===== config.mk =====
export PLATFORM = sky130hd
export DESIGN_NAME = ospf_interface_dr_election
export DESIGN_NICKNAME = d
export VERILOG_FILES = /design/src/design/ospfdr_pkg.sv /design/src/design/ospfdr_ctrl.sv /design/src/design/ospfdr_dp.sv /design/src/design/ospf_interface_dr_election.sv
export SDC_FILE = /design/constraint.sdc
export NUM_CORES = 2
export LEC_CHECK = 0
export BUFFER_PORTS_ARGS = -buffer_cell sky130_fd_sc_hd__buf_4
export CELL_PAD_IN_SITES_DETAIL_PLACEMENT = 1
export CELL_PAD_IN_SITES_GLOBAL_PLACEMENT = 1
export CORE_MARGIN = 10
export CORE_UTILIZATION = 45
export CTS_CLUSTER_DIAMETER = 60
export DETAILED_ROUTE_END_ITERATION = 8
export PLACE_DENSITY = 0.69
export SLEW_MARGIN = 10
export SYNTH_ARGS = -nofsm -noshare
export SYNTH_HDL_FRONTEND = slang
export SYNTH_HIERARCHICAL = 1
export SYNTH_SLANG_ARGS = --single-unit

===== constraint.sdc =====
create_clock -name clk -period 28.2 [get_ports clk]
set_clock_uncertainty 0.15 [all_clocks]
set_input_delay 2.82 -clock clk [delete_from_list [all_inputs] [get_ports clk]]
set_output_delay 2.82 -clock clk [all_outputs]
set_load 0.01 [all_outputs]

===== src/design/ospfdr_pkg.sv =====
// Shared types, codes and helper functions of the DR election block.
// No dependencies; used by the controller, datapath, top level and checker.
package ospfdr_pkg;

  // default neighbor table depth
  localparam int NEIGHBOR_SLOTS_DEF = 16;

  // configuration port
  localparam int CFG_IDX_W  = 2;
  localparam int CFG_DATA_W = 32;
  localparam logic [CFG_IDX_W-1:0] CFG_ROUTER_ID = 2'd0;
  localparam logic [CFG_IDX_W-1:0] CFG_ADDRESS   = 2'd1;
  localparam logic [CFG_IDX_W-1:0] CFG_PRIORITY  = 2'd2;
  localparam logic [7:0] OWN_PRIORITY_RST = 8'd1;

  // request modes
  localparam logic [2:0] MODE_SLOT_WRITE  = 3'd0;
  localparam logic [2:0] MODE_IFACE_UP    = 3'd1;
  localparam logic [2:0] MODE_WAIT_TIMER  = 3'd2;
  localparam logic [2:0] MODE_BACKUP_SEEN = 3'd3;
  localparam logic [2:0] MODE_NBR_CHANGE  = 3'd4;

  // interface states
  localparam logic [2:0] IF_DOWN    = 3'd0;
  localparam logic [2:0] IF_WAITING = 3'd1;
  localparam logic [2:0] IF_DR      = 3'd2;
  localparam logic [2:0] IF_BDR     = 3'd3;
  localparam logic [2:0] IF_DROTHER = 3'd4;

  // slot flags: bit 0 valid, bit 1 two-way
  localparam logic [1:0] FLAGS_CLEAR     = 2'b00;
  localparam logic [1:0] FLAGS_VALID_2WY = 2'b11;

  typedef struct packed {
    logic [2:0]  mode;
    logic [3:0]  slot;
    logic        nbr_valid;
    logic        nbr_two_way;
    logic [31:0] nbr_address;
    logic [31:0] nbr_router_id;
    logic [7:0]  nbr_priority;
    logic [31:0] nbr_declared_dr;
    logic [31:0] nbr_declared_bdr;
  } in_item_t;

  typedef struct packed {
    logic        accepted;
    logic [2:0]  iface_state;
    logic [31:0] dr_address;
    logic [31:0] bdr_address;
    logic        router_lsa_request;
    logic        network_lsa_request;
  } out_item_t;

  // one neighbor table entry, also the form of an election candidate
  typedef struct packed {
    logic [31:0] addr;
    logic [31:0] rid;
    logic [7:0]  prio;
    logic [31:0] dr;
    logic [31:0] bdr;
  } slot_entry_t;

  // running best pick of the election
  typedef struct packed {
    logic        have;
    logic [31:0] addr;
    logic [31:0] rid;
    logic [7:0]  prio;
  } best_t;

  // controller to datapath
  typedef struct packed {
    logic capture;
    logic scan_step;
    logic commit;
  } dp_cmd_t;

  // datapath to controller
  typedef struct packed {
    logic start_elect;
    logic scan_last;
    logic out_free;
  } dp_sts_t;

  typedef enum logic [1:0] {
    CS_IDLE,
    CS_SCAN,
    CS_COMMIT
  } ctl_state_t;

  // candidate strictly better than the current pick (or no pick yet)
  function automatic logic beats(input logic [7:0] prio, input logic [31:0] rid,
                                 input best_t best);
    return !best.have || (prio > best.prio) || ((prio == best.prio) && (rid > best.rid));
  endfunction

  // request runs an election in the given interface state
  function automatic logic is_election(input logic [2:0] mode, input logic [2:0] st);
    return (((mode == MODE_WAIT_TIMER) || (mode == MODE_BACKUP_SEEN)) && (st == IF_WAITING))
        || ((mode == MODE_NBR_CHANGE)
            && ((st == IF_DR) || (st == IF_BDR) || (st == IF_DROTHER)));
  endfunction

endpackage


===== src/design/ospfdr_ctrl.sv =====
// Controller of the DR election block: accept, scan and commit sequencing.
// Depends on ospfdr_pkg.
module ospfdr_ctrl (
  input  logic                clk,
  input  logic                rst_n,
  input  logic                in_valid,
  output logic                in_ready,
  input  ospfdr_pkg::dp_sts_t sts,
  output ospfdr_pkg::dp_cmd_t cmd
);
  import ospfdr_pkg::*;

  ctl_state_t state_r, state_nxt;

  // state register
  always_ff @(posedge clk) begin
    if (!rst_n) begin
      state_r <= CS_IDLE;
    end else begin
      state_r <= state_nxt;
    end
  end

  // next state and commands
  always_comb begin
    state_nxt = state_r;
    in_ready  = 1'b0;
    cmd       = '0;
    case (state_r)
      CS_IDLE: begin
        // no request is taken while reset is held
        in_ready = rst_n;
        if (in_valid && rst_n) begin
          cmd.capture = 1'b1;
          state_nxt   = sts.start_elect ? CS_SCAN : CS_COMMIT;
        end
      end
      CS_SCAN: begin
        cmd.scan_step = 1'b1;
        if (sts.scan_last) begin
          state_nxt = CS_COMMIT;
        end
      end
      CS_COMMIT: begin
        // hold until the output register can take the result
        if (sts.out_free) begin
          cmd.commit = 1'b1;
          state_nxt  = CS_IDLE;
        end
      end
      default: begin
        state_nxt = CS_IDLE;
      end
    endcase
  end

endmodule


===== src/design/ospfdr_dp.sv =====
// Datapath of the DR election block: config, interface state, neighbor table,
// election trackers and output register. Depends on ospfdr_pkg.
module ospfdr_dp #(
  parameter int NEIGHBOR_SLOTS = ospfdr_pkg::NEIGHBOR_SLOTS_DEF
) (
  input  logic                                 clk,
  input  logic                                 rst_n,
  input  logic                                 cfg_we,
  input  logic [ospfdr_pkg::CFG_IDX_W-1:0]     cfg_index,
  input  logic [ospfdr_pkg::CFG_DATA_W-1:0]    cfg_data,
  input  ospfdr_pkg::in_item_t                 in_data,
  output logic                                 out_valid,
  input  logic                                 out_ready,
  output ospfdr_pkg::out_item_t                out_data,
  input  ospfdr_pkg::dp_cmd_t                  cmd,
  output ospfdr_pkg::dp_sts_t                  sts
);
  import ospfdr_pkg::*;

  localparam int AW = (NEIGHBOR_SLOTS > 1) ? $clog2(NEIGHBOR_SLOTS) : 1;
  localparam int CW = $clog2(NEIGHBOR_SLOTS + 1);

  // configuration
  logic [31:0] own_rid_r, own_addr_r;
  logic [7:0]  own_prio_r;

  // interface state
  logic [2:0]  iface_state_r, iface_state_nxt;
  logic [31:0] cur_dr_r, cur_dr_nxt, cur_bdr_r, cur_bdr_nxt;

  // neighbor table
  logic [1:0]  flags_r [NEIGHBOR_SLOTS];
  slot_entry_t slot_mem_r [NEIGHBOR_SLOTS];
  slot_entry_t rd_entry_r;
  logic [1:0]  rd_flags_r;
  logic [AW-1:0] rd_addr, wr_idx;
  logic        slot_in_range, mem_we, flags_we;
  logic [1:0]  flags_wr;

  // request and scan
  in_item_t    item_r;
  logic [CW-1:0] cnt_r;
  best_t       best_d_r, best_b1_r, best_b2_r;
  slot_entry_t cand;
  logic        cand_ok, claim_dr, claim_bdr, upd_d, upd_b1, upd_b2;

  // election outcome
  logic        bdr_ok, dr_ok, run_elect;
  logic [31:0] new_dr, new_bdr;
  logic [2:0]  el_state;
  logic        el_nlsa;

  // result
  logic        acc, rlsa, nlsa;
  logic        out_valid_r, out_valid_nxt;
  out_item_t   out_data_r;

  // configuration writes
  always_ff @(posedge clk) begin
    if (!rst_n) begin
      own_rid_r  <= '0;
      own_addr_r <= '0;
      own_prio_r <= OWN_PRIORITY_RST;
    end else if (cfg_we) begin
      if (cfg_index == CFG_ROUTER_ID) own_rid_r  <= cfg_data;
      if (cfg_index == CFG_ADDRESS)   own_addr_r <= cfg_data;
      if (cfg_index == CFG_PRIORITY)  own_prio_r <= cfg_data[7:0];
    end
  end

  // status to the controller
  assign sts.start_elect = is_election(in_data.mode, iface_state_r);
  assign sts.scan_last   = (cnt_r == CW'(NEIGHBOR_SLOTS));
  assign sts.out_free    = !out_valid_r || out_ready;

  // table addressing
  assign rd_addr       = (cnt_r < CW'(NEIGHBOR_SLOTS)) ? AW'(cnt_r) : '0;
  assign wr_idx        = AW'(item_r.slot);
  assign slot_in_range = (32'(item_r.slot) < NEIGHBOR_SLOTS);
  assign flags_we      = cmd.commit && (item_r.mode == MODE_SLOT_WRITE) && slot_in_range;
  assign mem_we        = flags_we && item_r.nbr_valid;
  assign flags_wr      = item_r.nbr_valid ? {item_r.nbr_two_way, 1'b1} : FLAGS_CLEAR;

  // slot flags: cleared by reset
  always_ff @(posedge clk) begin
    if (!rst_n) begin
      for (int i = 0; i < NEIGHBOR_SLOTS; i++) begin
        flags_r[i] <= FLAGS_CLEAR;
      end
    end else if (flags_we) begin
      flags_r[wr_idx] <= flags_wr;
    end
  end

  // slot contents memory, one write and one registered read port
  always_ff @(posedge clk) begin
    if (mem_we) begin
      slot_mem_r[wr_idx] <= '{addr: item_r.nbr_address, rid: item_r.nbr_router_id,
                              prio: item_r.nbr_priority, dr: item_r.nbr_declared_dr,
                              bdr: item_r.nbr_declared_bdr};
    end
    rd_entry_r <= slot_mem_r[rd_addr];
    rd_flags_r <= flags_r[rd_addr];
  end

  // request register
  always_ff @(posedge clk) begin
    if (cmd.capture) begin
      item_r <= in_data;
    end
  end

  // candidate of this scan step: self first, then slots in order
  always_comb begin
    if (cnt_r == '0) begin
      cand.addr = own_addr_r;
      cand.rid  = own_rid_r;
      cand.prio = own_prio_r;
      cand.dr   = cur_dr_r;
      cand.bdr  = cur_bdr_r;
      cand_ok   = 1'b1;
    end else begin
      cand    = rd_entry_r;
      cand_ok = (rd_flags_r == FLAGS_VALID_2WY) && (rd_entry_r.prio != '0);
    end
  end

  assign claim_dr  = (cand.dr == cand.addr);
  assign claim_bdr = (cand.bdr == cand.addr);
  assign upd_d     = cand_ok && claim_dr && beats(cand.prio, cand.rid, best_d_r);
  assign upd_b2    = cand_ok && !claim_dr && beats(cand.prio, cand.rid, best_b2_r);
  assign upd_b1    = cand_ok && !claim_dr && claim_bdr && beats(cand.prio, cand.rid, best_b1_r);

  // scan counter and best picks
  always_ff @(posedge clk) begin
    if (!rst_n) begin
      cnt_r     <= '0;
      best_d_r  <= '0;
      best_b1_r <= '0;
      best_b2_r <= '0;
    end else if (cmd.capture) begin
      cnt_r     <= '0;
      best_d_r  <= '0;
      best_b1_r <= '0;
      best_b2_r <= '0;
    end else if (cmd.scan_step) begin
      cnt_r <= cnt_r + CW'(1);
      if (upd_d)  best_d_r  <= '{have: 1'b1, addr: cand.addr, rid: cand.rid, prio: cand.prio};
      if (upd_b1) best_b1_r <= '{have: 1'b1, addr: cand.addr, rid: cand.rid, prio: cand.prio};
      if (upd_b2) best_b2_r <= '{have: 1'b1, addr: cand.addr, rid: cand.rid, prio: cand.prio};
    end
  end

  // election outcome from the finished picks
  always_comb begin
    bdr_ok  = best_b1_r.have || best_b2_r.have;
    new_bdr = best_b1_r.have ? best_b1_r.addr : (best_b2_r.have ? best_b2_r.addr : '0);
    dr_ok   = best_d_r.have || bdr_ok;
    new_dr  = best_d_r.have ? best_d_r.addr : new_bdr;
    el_nlsa = dr_ok && (new_dr == own_addr_r) && (cur_dr_r != own_addr_r);
    if (dr_ok && (own_addr_r == new_dr)) begin
      el_state = IF_DR;
    end else if (bdr_ok && (own_addr_r == new_bdr)) begin
      el_state = IF_BDR;
    end else begin
      el_state = IF_DROTHER;
    end
  end

  assign run_elect = is_election(item_r.mode, iface_state_r);

  // per-request state update and result
  always_comb begin
    iface_state_nxt = iface_state_r;
    cur_dr_nxt      = cur_dr_r;
    cur_bdr_nxt     = cur_bdr_r;
    acc             = 1'b0;
    rlsa            = 1'b0;
    nlsa            = 1'b0;
    case (item_r.mode)
      MODE_SLOT_WRITE: begin
        acc = slot_in_range;
      end
      MODE_IFACE_UP: begin
        if (iface_state_r == IF_DOWN) begin
          acc             = 1'b1;
          iface_state_nxt = IF_WAITING;
        end
      end
      default: begin
        if (run_elect) begin
          acc             = 1'b1;
          rlsa            = 1'b1;
          nlsa            = el_nlsa;
          iface_state_nxt = el_state;
          cur_dr_nxt      = new_dr;
          cur_bdr_nxt     = new_bdr;
        end
      end
    endcase
  end

  // interface state registers
  always_ff @(posedge clk) begin
    if (!rst_n) begin
      iface_state_r <= IF_DOWN;
      cur_dr_r      <= '0;
      cur_bdr_r     <= '0;
    end else if (cmd.commit) begin
      iface_state_r <= iface_state_nxt;
      cur_dr_r      <= cur_dr_nxt;
      cur_bdr_r     <= cur_bdr_nxt;
    end
  end

  // output register
  always_comb begin
    out_valid_nxt = out_valid_r;
    if (cmd.commit) begin
      out_valid_nxt = 1'b1;
    end else if (out_ready) begin
      out_valid_nxt = 1'b0;
    end
  end

  always_ff @(posedge clk) begin
    if (!rst_n) begin
      out_valid_r <= 1'b0;
    end else begin
      out_valid_r <= out_valid_nxt;
    end
  end

  always_ff @(posedge clk) begin
    if (cmd.commit) begin
      out_data_r.accepted            <= acc;
      out_data_r.iface_state         <= iface_state_nxt;
      out_data_r.dr_address          <= cur_dr_nxt;
      out_data_r.bdr_address         <= cur_bdr_nxt;
      out_data_r.router_lsa_request  <= rlsa;
      out_data_r.network_lsa_request <= nlsa;
    end
  end

  assign out_valid = out_valid_r;
  assign out_data  = out_data_r;

endmodule


===== src/design/ospf_interface_dr_election.sv =====
// Top level of the OSPF interface DR election block.
// Depends on ospfdr_pkg, ospfdr_ctrl and ospfdr_dp.
//
//   port group  | direction | handshake          | payload
//   ------------+-----------+--------------------+--------------------------
//   in_*        | input     | in_valid/in_ready  | in_data (in_item_t)
//   out_*       | output    | out_valid/out_ready| out_data (out_item_t)
//   cfg_*       | input     | cfg_we             | cfg_index, cfg_data
//
// One request at a time. Slot writes, interface up and rejected requests pass
// through accept and commit; an election adds a scan between them that takes the
// own-router step first and then reads one table entry per cycle.
// Synchronous reset clears the slot flags at once; there is no clearing pass.
// A held result stalls the commit step only; the next request waits in front.
module ospf_interface_dr_election #(
  parameter int NEIGHBOR_SLOTS = ospfdr_pkg::NEIGHBOR_SLOTS_DEF
) (
  input  logic                              clk,
  input  logic                              rst_n,
  input  logic                              in_valid,
  output logic                              in_ready,
  input  ospfdr_pkg::in_item_t              in_data,
  output logic                              out_valid,
  input  logic                              out_ready,
  output ospfdr_pkg::out_item_t             out_data,
  input  logic                              cfg_we,
  input  logic [ospfdr_pkg::CFG_IDX_W-1:0]  cfg_index,
  input  logic [ospfdr_pkg::CFG_DATA_W-1:0] cfg_data
);
  import ospfdr_pkg::*;

  dp_cmd_t cmd;
  dp_sts_t sts;

  // sequencing
  ospfdr_ctrl u_ctrl (
    .clk      (clk),
    .rst_n    (rst_n),
    .in_valid (in_valid),
    .in_ready (in_ready),
    .sts      (sts),
    .cmd      (cmd)
  );

  // table, election and result
  ospfdr_dp #(
    .NEIGHBOR_SLOTS (NEIGHBOR_SLOTS)
  ) u_dp (
    .clk       (clk),
    .rst_n     (rst_n),
    .cfg_we    (cfg_we),
    .cfg_index (cfg_index),
    .cfg_data  (cfg_data),
    .in_data   (in_data),
    .out_valid (out_valid),
    .out_ready (out_ready),
    .out_data  (out_data),
    .cmd       (cmd),
    .sts       (sts)
  );

endmodule


# ---- After elaboration in Yosys (flattened, before gate mapping)
# Memories as Yosys holds them, arrays and structs flattened. A register that Yosys moved wholly into a read port is not among the register bits.
# Index checks and enable logic that the tools add are counted.
dict set report totals {
  reg_bits 581
  mem_bits_rw 2208
  out_inout_bits 72
  word_cells 177
  memories 2
}
# name depth word_bits read_ports rd_clocked_by_memory_dff wr line
set mem_list {}
lappend mem_list {u_dp.slot_mem_r 16 136 1 1 1 ospfdr_dp.sv:33} ;# slot_entry_t slot_mem_r [NEIGHBOR_SLOTS];
lappend mem_list {u_dp.flags_r 16 2 1 1 16 ospfdr_dp.sv:32} ;# logic [1:0] flags_r [NEIGHBOR_SLOTS];
dict set report classes {
  add_sub_neg 1
  order_cmp 7
  n_eq_ne 29
  mux 41
  bitwise 2
  n_reduce_logical 59
}
# operator n
set ops {}
lappend ops {{two-way mux 32 bit} 7}
lappend ops {{equality test 32 bit} 5}
lappend ops {{two-way mux 136 bit} 1}
lappend ops {{> comparator 32 bit} 3}
lappend ops {{!= test 32 bit} 1}
lappend ops {{equality test 8 bit} 3}
lappend ops {{> comparator 8 bit} 3}
lappend ops {{logical AND 1 bit} 21}
lappend ops {{equality test 3 x 2 -> 1 bit, second input constant} 6}
lappend ops {{two-way mux 1 bit} 18}
lappend ops {{logical OR 1 bit} 15}
lappend ops {{two-way mux 2 bit} 6}
lappend ops {{two-way mux 3 bit} 4}
lappend ops {{AND reduction 2 bit} 6}
lappend ops {{equality test 3 bit, second input constant} 3}
lappend ops {{two-way mux 4 bit} 2}
lappend ops {{nonzero test 8 bit} 1}
lappend ops {{equality test 2 bit, second input constant} 3}
lappend ops {{equality test 3 x 1 -> 1 bit, second input constant} 2}
lappend ops {{logical NOT 3 bit} 2}
lappend ops {{case mux 2 bit (3 select lines)} 1}
lappend ops {{case mux 3 bit (2 select lines)} 1}
lappend ops {{OR reduction 2 bit} 3}
lappend ops {{adder 5 x 1 -> 5 bit, second input constant} 1}
lappend ops {{other kinds (13)} 21}

# ---- Depth between registers and ports, before layout
dict set report depth {
  ltp_word 10
  ltp_mapped 23
  ltp_nobuf 15
}

# ---- By module
# The synthesis kept the hierarchy.
# mod n_inst cells_each area_per_inst_um2 seq_area_each_um2
set by_module_without_submodules {}
lappend by_module_without_submodules {ospfdr_dp 1 8292 117021.0 82809.4}
lappend by_module_without_submodules {ospfdr_ctrl 1 14 131.4 40.0}

# ---- Worst setup path after synthesis
# OpenSTA, ideal clock, no wires.
dict set report synth_timing {
  path_kind {input port to flip-flop}
  from {in out_ready}
  to {mem u_dp/slot_mem_r[10][0] (netlist name) (enable)}
  setup_ps 634
  arrival_time_ps 11439
  t_required_ps 27416
  setup_slack_ps 15977
  stages 7
  path_cell_list {nand2b_1 and3b_1 inv_1 nor4_1 and2_1 nand2_1 nor2_1}
}
# element line
set synth_lines {}
lappend synth_lines {{start: declaration} ospf_interface_dr_election.sv:24} ;# input logic out_ready,
lappend synth_lines {{end: declaration} ospfdr_dp.sv:33}

==> results.cfg <==
[layout]
final_area_um2 = 133400
nFillCells = 25071
fin_cells = 12166
final_util = 0.5146
area_growth_pct = 13.88
final_nets = 8806
drive_above_1_share = 0.1331

[global_routing]
grt_pass1_wl_mm = 549.1
grt_max_degree = 177
antenna_found_initial = 27
grt_overflow_total = 0
grt_pass1_vias = 77711
track_usage = 0.2631

[setup_path]
path_delay_family = buffers and inverters
start_kind = primary input
critPathSlowestCell = nor2_4
cp_slowest_stage_delay_ns = 0.80
critPathKind = primary input to flop
cp_max_fo = 44
required_ns = 28.60
reg2reg_slack_ns = 21.34
crit_chain = buf_4 > nand2b_1 > and3b_4 > inv_1 > nor4_1 > buf_4 > nand2_1 > nor2_4 > buf_4 > buf_4
startpoint = out_ready
r2r-start = u_dp/cnt_r[0]
cp.buffers_inverters = 5
critPathCaptureType = flop
crit_top_cell = buf_4
cp.arrival_ns = 7.68

[detailed_routing]
wl_per_cell_um = 31.30
drc_errors = 0
initialDrtViolationCount = 7336
first_pass_iters = 6
ant_nets = 0
vias = 74497
routed_wl_mm = 380.8
routed_via_density = 6.123

[placed_design]
postPlaceCellArea_um2 = 122800
portBuffers = 255
place_inst = 11570
gp_congestion = 0.9177
dp_hpwl_mm = 228.4

[floorplan]
die_h_um = 530.2
die_w_um = 530.2
ios = 256
fp.coreArea_um2 = 259200
initial_core_util = 0.4519
die-area_um2 = 281100
rows = 187

[sta]
tightestPinTransition_ns = 1.400
maxSlewHeadroom = 0.05821
holdWs_ns = 0.3248
setup_violations = 0
slew_violations = 0
hold_viol = 0
setup-tns-final_ns = 0
max_freq_mhz = 137.2
period_share = 0.2584
min_period_ns = 7.286
rsz0062_at_grt = false

[synthesis]
synth_top_area_share = 0.6211
synth_edf_count = 2423
synth_top_family_by_area = compound AO/OA/AOI/OAI gates
ys_ff_latch = 2927
ys.flop_type = edfxtp_1
synth_mux_area_frac = 0.07674
synth.distinct_cells = 84
synth_simple_gate_area_share = 0.07312
synth_compound_area_frac = 0.09366
synth_area_leaders = edfxtp_1 (62%), dfxtp_1 (8.6%), mux2i_1 (6.0%), nand2_1 (2.5%), nor2_1 (2.2%)
synthXorXnorAreaFrac = 0.01054
synthArstFlopShare = 0
synthMostInstantiatedCell = edfxtp_1
yosysWarnings = 6
synth_fa_ha_area_frac = 0.01303
syn_area_um2 = 117200
ys_top_cells_by_count = edfxtp_1 (2423), nand2_1 (769), mux2i_1 (708)
synth_cells = 8306
syn_area_per_cell_um2 = 14.10
synth_fp_nets = 8612
synth_largest_area_cell = edfxtp_1
ys_seq_area_frac = 0.7072

[power_and_ir_drop]
p_per_area_nw_per_um2 = 69.19
vdd_ir_drop_max_uv = 68.31
power.leakage_uw = 0.04450

[clocking]
cts_resized = 0
cts_sinks = 2927
cts_max_level = 5
clkTransAtPathRegs_ns = 0.06
cts_tree = done
post_cts_buffers = 0
cts_buffer_depth = 4
cts_inserted_buffers = 330
clk_latency_ns = 0.98
cts_hold_buf = 0
cts-root-buf = clkbuf_16

[outcome]
status = finished clean

[flow_run]
max-cap-violations = 0

[hold_path]
worstHoldStart = u_dp/own_rid_r[20]
hold_path.class = flop to flop
## cell type report
cell class,instances,area (um^2),share of cell area
Sequential cell,2927,82870,0.6211
Multi-Input combinational cell,4641,31600,0.2369
Clock buffer,422,8912,0.06680
Tap cell,3402,4257,0.03190
Timing Repair Buffer,419,3383,0.02536
Clock inverter,169,1692,0.01268
Inverter,181,694.4,0.005205
Antenna cell,5,12.51,0.00009378
## worst min-delay path: cells and delay by family, from the launching register on
family,cells,cell delay [ns]
DFF,1,0.31
and+or+nand+nor,1,0.05
AOI/OAI and AO/OA,1,0.07
## flip-flops by register name, indices dropped and copies added (netlist names)
name,cells
u_dp/own_addr_r,32
u_dp/slot_mem_r,2176
u_dp/own_rid_r,32
u_dp/best_d_r,73
u_dp/flags_r,32
u_dp/out_valid,1
u_dp/cur_dr_r,32
u_dp/rd_flags_r,2
u_dp/own_prio_r,8
u_dp/best_b1_r,73
u_ctrl/state_r,2
u_dp/item_r,141
u_dp/iface_state_r,3
u_dp/wr_idx,4
u_dp/cur_bdr_r,32
u_dp/rd_entry_r,136
u_dp/best_b2_r,73
u_dp/cnt_r,5
u_dp/out_data,70
## kinds of logic after synthesis
family	Yosys count
adder cells (fa/ha/maj)	122
flip-flops	2927
buffers and inverters	738
AO/OA/AOI/OAI	1569
multiplexers	852
XOR/XNOR	141
AND/OR/NAND/NOR	1957
## path summary, 6_finish.rpt
kind / endpoint / depth (start not counted)
max: u_dp/slot_mem_r[15][90] / 10
min: u_dp/own_rid_r[20] / 2
max reg2reg: u_dp/best_d_r[6] / 18
min reg2reg: u_dp/own_rid_r[20] / 2
## routing by layer
layer | routed length, um | part of all wire | vias to the layer above | GRT usage
li1 | - | - | 31835 | -
met1 | 156600 | 0.41 | 38780 | 0.3512
met2 | 180400 | 0.47 | 3117 | 0.4300
met3 | 27750 | 0.073 | 747 | 0.04592
met4 | 15970 | 0.042 | 18 | 0.1031
met5 | 102 | 0.00027 | - | 0
## cells in the final DEF, fill, tap and decap left out, types with 51 or more instances in the layout
cell type / instances
a221o_1: 59
ha_1: 122
dfxtp_1: 499
nor2_1: 657
nand3_1: 136
clkinv_1: 58
buf_4: 400
xor2_1: 51
edfxtp_1: 2423
a31oi_1: 151
xnor2_1: 90
a21boi_0: 71
mux2_2: 119
o21ai_0: 214
clkbuf_1: 69
mux2i_1: 708
a221oi_1: 187
a21oi_1: 284
o22ai_1: 123
inv_1: 173
clkbuf_16: 337
nand2_1: 768
a211oi_1: 228
o221ai_1: 57
nor2b_1: 76
## per-stage QoR
| step | total power [uW] | setup WS (ns) |
|---|---|---|
| 2_1_floorplan | 4937 | 15.98 |
| 3_3_place_gp | 5056 | 20.07 |
| 3_5_place_dp | 5065 | 20.05 |
| 4_1_cts | 9291 | 21.01 |
| 5_1_grt | 9492 | 20.63 |
| 6_report | 9231 | 20.91 |
## power by group
part / switching (uW) / internal, uW
clock network: 1740 / 2520
logic: 139 / 79.9
registers: 60.7 / 4700
(Power assumes the default switching activity.)
